===== config.mk =====
export PLATFORM = sky130hd
export DESIGN_NAME = sid_div_step
export DESIGN_NICKNAME = d
export VERILOG_FILES = /design/src/sv/sid_pkg.sv /design/src/sv/sid_div_step.sv
export SDC_FILE = /design/constraint.sdc
export NUM_CORES = 1
export LEC_CHECK = 0
export ABC_AREA = 1
export BUFFER_PORTS_ARGS = -buffer_cell sky130_fd_sc_hd__buf_2
export CORE_UTILIZATION = 23
export DETAILED_ROUTE_END_ITERATION = 10
export SYNTH_ARGS = -nofsm -noshare
export SYNTH_HDL_FRONTEND = slang
export SYNTH_SLANG_ARGS = --single-unit

===== constraint.sdc =====
create_clock -name clk_i -period 3.1 [get_ports clk_i]
set_clock_uncertainty 0.15 [all_clocks]
set_input_delay 0.31 -clock clk_i [delete_from_list [all_inputs] [get_ports clk_i]]
set_output_delay 0.31 -clock clk_i [all_outputs]
set_load 0.005 [all_outputs]

===== src/sv/sid_pkg.sv =====
`default_nettype none
package sid_pkg;

  localparam int COORD_BITS  = 24;
  localparam int T_FRAC_BITS = 16;

  localparam int DIFF_W = COORD_BITS + 1;
  localparam int PROD_W = 2 * DIFF_W;
  localparam int SUM_W  = PROD_W + 1;
  localparam int REM_W  = SUM_W + 1;
  localparam int T_W    = T_FRAC_BITS + 1;
  localparam int LP_W   = DIFF_W + T_W;

  localparam int MIN_LEN_W  = 40;
  localparam int MARGIN_W   = 16;
  localparam int CFG_IDX_W  = 2;
  localparam int CFG_DATA_W = 40;
  localparam int CMP_W      = ((T_W > MARGIN_W) ? T_W : MARGIN_W) + 1;

  localparam logic [CFG_IDX_W-1:0] CFG_MIN_LEN_SQ = CFG_IDX_W'(0);
  localparam logic [CFG_IDX_W-1:0] CFG_T_MARGIN   = CFG_IDX_W'(1);

  localparam logic [T_W-1:0]  T_ONE  = T_W'(1) << T_FRAC_BITS;
  localparam logic [LP_W-1:0] T_HALF = LP_W'(1) << (T_FRAC_BITS - 1);

  typedef enum logic [1:0] {
    ST_HIT      = 2'd0,
    ST_DEGEN    = 2'd1,
    ST_PARALLEL = 2'd2,
    ST_OUTSIDE  = 2'd3
  } status_e;

  typedef struct packed {
    logic signed [COORD_BITS-1:0] first_start_x;
    logic signed [COORD_BITS-1:0] first_start_y;
    logic signed [COORD_BITS-1:0] first_end_x;
    logic signed [COORD_BITS-1:0] first_end_y;
    logic signed [COORD_BITS-1:0] second_start_x;
    logic signed [COORD_BITS-1:0] second_start_y;
    logic signed [COORD_BITS-1:0] second_end_x;
    logic signed [COORD_BITS-1:0] second_end_y;
  } in_t;

  typedef struct packed {
    status_e                      status;
    logic [T_W-1:0]               t_first;
    logic [T_W-1:0]               t_second;
    logic signed [COORD_BITS-1:0] cross_x;
    logic signed [COORD_BITS-1:0] cross_y;
  } out_t;

  typedef struct packed {
    logic signed [COORD_BITS-1:0] ax;
    logic signed [COORD_BITS-1:0] ay;
    logic signed [DIFF_W-1:0]     ux;
    logic signed [DIFF_W-1:0]     uy;
  } pass_t;

  typedef struct packed {
    status_e                st;
    logic [REM_W-1:0]       d;
    logic [REM_W-1:0]       tr;
    logic [REM_W-1:0]       sr;
    logic [T_FRAC_BITS-1:0] tq;
    logic [T_FRAC_BITS-1:0] sq;
    logic                   teq;
    logic                   seq;
    pass_t                  p;
  } div_t;

endpackage
`default_nettype wire


===== src/sv/sid_div_step.sv =====
`default_nettype none
module sid_div_step (
  input  logic          clk_i,
  input  logic          en_i,
  input  sid_pkg::div_t div_i,
  output sid_pkg::div_t div_o
);
  import sid_pkg::*;

  div_t             div_d, div_q;
  logic [REM_W-1:0] tr2, sr2;

  always_comb begin
    div_d = div_i;
    tr2 = {div_i.tr[REM_W-2:0], 1'b0};
    sr2 = {div_i.sr[REM_W-2:0], 1'b0};
    div_d.tq = {div_i.tq[T_FRAC_BITS-2:0], (tr2 >= div_i.d)};
    div_d.sq = {div_i.sq[T_FRAC_BITS-2:0], (sr2 >= div_i.d)};
    div_d.tr = (tr2 >= div_i.d) ? tr2 - div_i.d : tr2;
    div_d.sr = (sr2 >= div_i.d) ? sr2 - div_i.d : sr2;
  end

  always_ff @(posedge clk_i) begin
    if (en_i) begin
      div_q <= div_d;
    end
  end

  assign div_o = div_q;
endmodule
`default_nettype wire


==> summary.md <==
| Metric | Value |
|---|---|
| Total gr overflow | 0 |
| Max FFs per register | 290 |
| Main synth FF type | edfxtp_1 |
| Status | finished, violations left |
| DRT Wirelength | 92120 µm |
| Post-synth cell types | 39 |
| Via count | 20008 |
| Core box area | 85150 µm² |
| Global-route wire length before repair | 128500 µm |
| Post-synth top cells | 989 x nand2_1, 566 x inv_1, 290 x edfxtp_1 |
| Flops & latches, synth | 290 |
| Largest net degree at the start of global routing | 61 |
| Die ar. | 87240 µm² |
| Synth async-reset ratio | 0% |
| Max H-tree Level | 2 |
| Drt first pass iters | 5 |
| Most common cell in the netlist | nand2_1 |
| Worst-path clk slew | 0.05 ns |
| Initial Util | 23.25% |
| Area leader, netlist | edfxtp_1 |
| Number of port buffers | 577 |
| Lkg Pwr | 14.75 nW |
| TritonCTS clock tree | done |
| Worst-margin pin slew | 0.5810 ns |
| Min-Delay Path Class | input port to register |
| # rows | 107 |
| Total track usage | 20.46% |
| Failing checks | negative hold slack |
| Finished Cell Area | 28640 µm² |
| Chip width | 295.4 µm |
| Final Max Tran Viols | 0 |
| Post-synth EDFFs | 290 |
| Gpl congestion | 0.9815 |
| Final Critical Period | 2.949 ns |
| Power per Cell Area | 469.5 nW/µm² |
| Crit Path Max Fanout | 20 |
| Placed cell area | 24530 µm² |
| Synth warn | 0 |
| Final setup viols | 0 |
| DRT iter0 DRCs | 861 |
| CTS root buf | clkbuf_16 |
| Mapped Avg Cell Area | 7.529 µm² |
| Vias in the first global route | 19989 |
| I/O Pins | 582 |
| Synth top area share | 43.99% |
| Synthesis-to-layout area growth | 44.71% |
| Slew HR | 61.27% |
| Crit end category | register |
| Initial antenna violation count | 9 |
| Tcrit/Tclk final | 95.13% |
| Setup WS post-layout | 0.1509 ns |
| Setup slack at placement | 0.08411 ns |
| Share of layout cells above drive strength 1 | 21.97% |
| Maximum root-to-sink buffer count | 3 |
| Total Neg Setup Slack | 0 ns |
| Hold Fails Final Rpt | 1 |
| RSZ-0062 raised after global routing | false |
| Synthesized Nets | 3027 |
| Number of buffers created by CTS | 40 |
| Crit Path Class | input port to register |
| CP startpoint kind | input port |
| Peak supply drop | 0.3294 mV |
| Sequential area share after synthesis | 43.99% |
| WL per Instance | 19.50 µm |
| Final core utilization | 33.64% |
| Post-Syn Instances | 2629 |
| Via/cell ratio | 4.234 |
| CP arrival | 3.10 ns |
| DRC Markers | 0 |
| Synth Cell Area | 19790 µm² |
| HPWL Detailed | 77370 µm |
| Final net count | 3946 |
| CP required | 3.25 ns |
| Antenna viol nets, final | 0 |
| Ranking of synthesized cells by area | edfxtp_1 44%, nand2_1 19%, inv_1 11%, ha_1 6.6%, nor2_1 2.9% |
| Max Freq | 339.1 MHz |
| Max cap viols | 0 |
| Sink Count | 290 |
| DIE HEIGHT | 295.4 µm |
| Worst Hold Slack | -0.002829 ns |
## worst max-delay path: stages
cell,delay (ns)
dlygate4sd3_1,0.52
buf_2,0.16
inv_1,0.11
buf_4,0.17
ha_1,0.33
nand2_2,0.12
inv_1,0.04
nand2_1,0.05
nand2_1,0.06
inv_1,0.05
nand2_1,0.09
nand3b_2,0.30
nand2_2,0.16
nand3_4,0.18
buf_12,0.21
nand3_1,0.12
nand2_1,0.09
## power by group
part	switching [mW]	internal, mW	leakage [nW]	total (mW)
clock network	1.88	3.06	0.681	4.94
registers	0.144	4.82	2.83	4.96
logic	2.18	1.37	11.2	3.55
total	4.20	9.25	14.7	13.4
## what timing repair did
item / 4_1_cts / 5_1_grt
gates resized for setup: 0 / 1
hold endpoints to repair: 266 / 0
hold buffers: 266 / 0
setup endpoints to repair: 0 / 1
setup buffers: 0 / 0
## path summary, 6_finish.rpt
check / from / endpoint / slack, ns / cells past startpoint
max: div_i[254] / div_o[159] / 0.15 / 17
min: div_i[236] / div_o[236] / -0.003 / 2
## kinds of logic after synthesis
| kind of cell | count (synthesis) | synth area share [%] |
|---|---|---|
| AND/OR/NAND/NOR | 1421 | 30.90 |
| buffers and inverters | 616 | 11.98 |
| flip-flops | 290 | 43.99 |
| AO/OA/AOI/OAI | 138 | 3.780 |
| adder cells (fa/ha/maj) | 106 | 6.776 |
| XOR/XNOR | 58 | 2.566 |
## area by class of cell
class	instances	area (µm²)
fill	9174	56500
sequential	290	8708
antenna	3	7.507
clock buffer	44	1016
multi-input combinational	1723	8715
timing repair buffer	906	6163
tap	1144	1431
clock inverter	28	399.1
inverter	587	2203
## metrics by stage
stage / hold slack [ns] / power, mW / cells
2_1_floorplan: 0.2589 / 6.662 / 2629
5_1_grt: 0.01027 / 14.15 / 4723
6_report: -0.002829 / 13.45 / 4725
3_3_place_gp: 0.3359 / 8.305 / 4383
3_5_place_dp: 0.3381 / 8.312 / 4383
4_1_cts: 0.001091 / 13.65 / 4721
## cell usage in the layout, fill, tap and decap left out, types with 13 or more instances in the layout
| cell | n |
|---|---|
| a21oi_1 | 62 |
| buf_2 | 576 |
| buf_4 | 53 |
| clkbuf_16 | 41 |
| dlygate4sd3_1 | 266 |
| edfxtp_1 | 290 |
| ha_1 | 104 |
| inv_1 | 566 |
| inv_2 | 21 |
| nand2_1 | 989 |
| nand3_1 | 96 |
| nand3_2 | 21 |
| nand3b_1 | 28 |
| nand4_1 | 68 |
| nor2_1 | 154 |
| nor2_2 | 16 |
| nor3_1 | 13 |
| o21ai_0 | 59 |
| xor2_1 | 58 |
## layer usage
metal	vias to the layer above	share of wire, %	global-route usage, %
met5	-	0.084	0
met4	14	3.9	7.734
met3	137	5.3	3.323
met2	562	53	39.27
met1	9234	38	22.18
li1	10061	-	-
(Power assumes the default switching activity.)
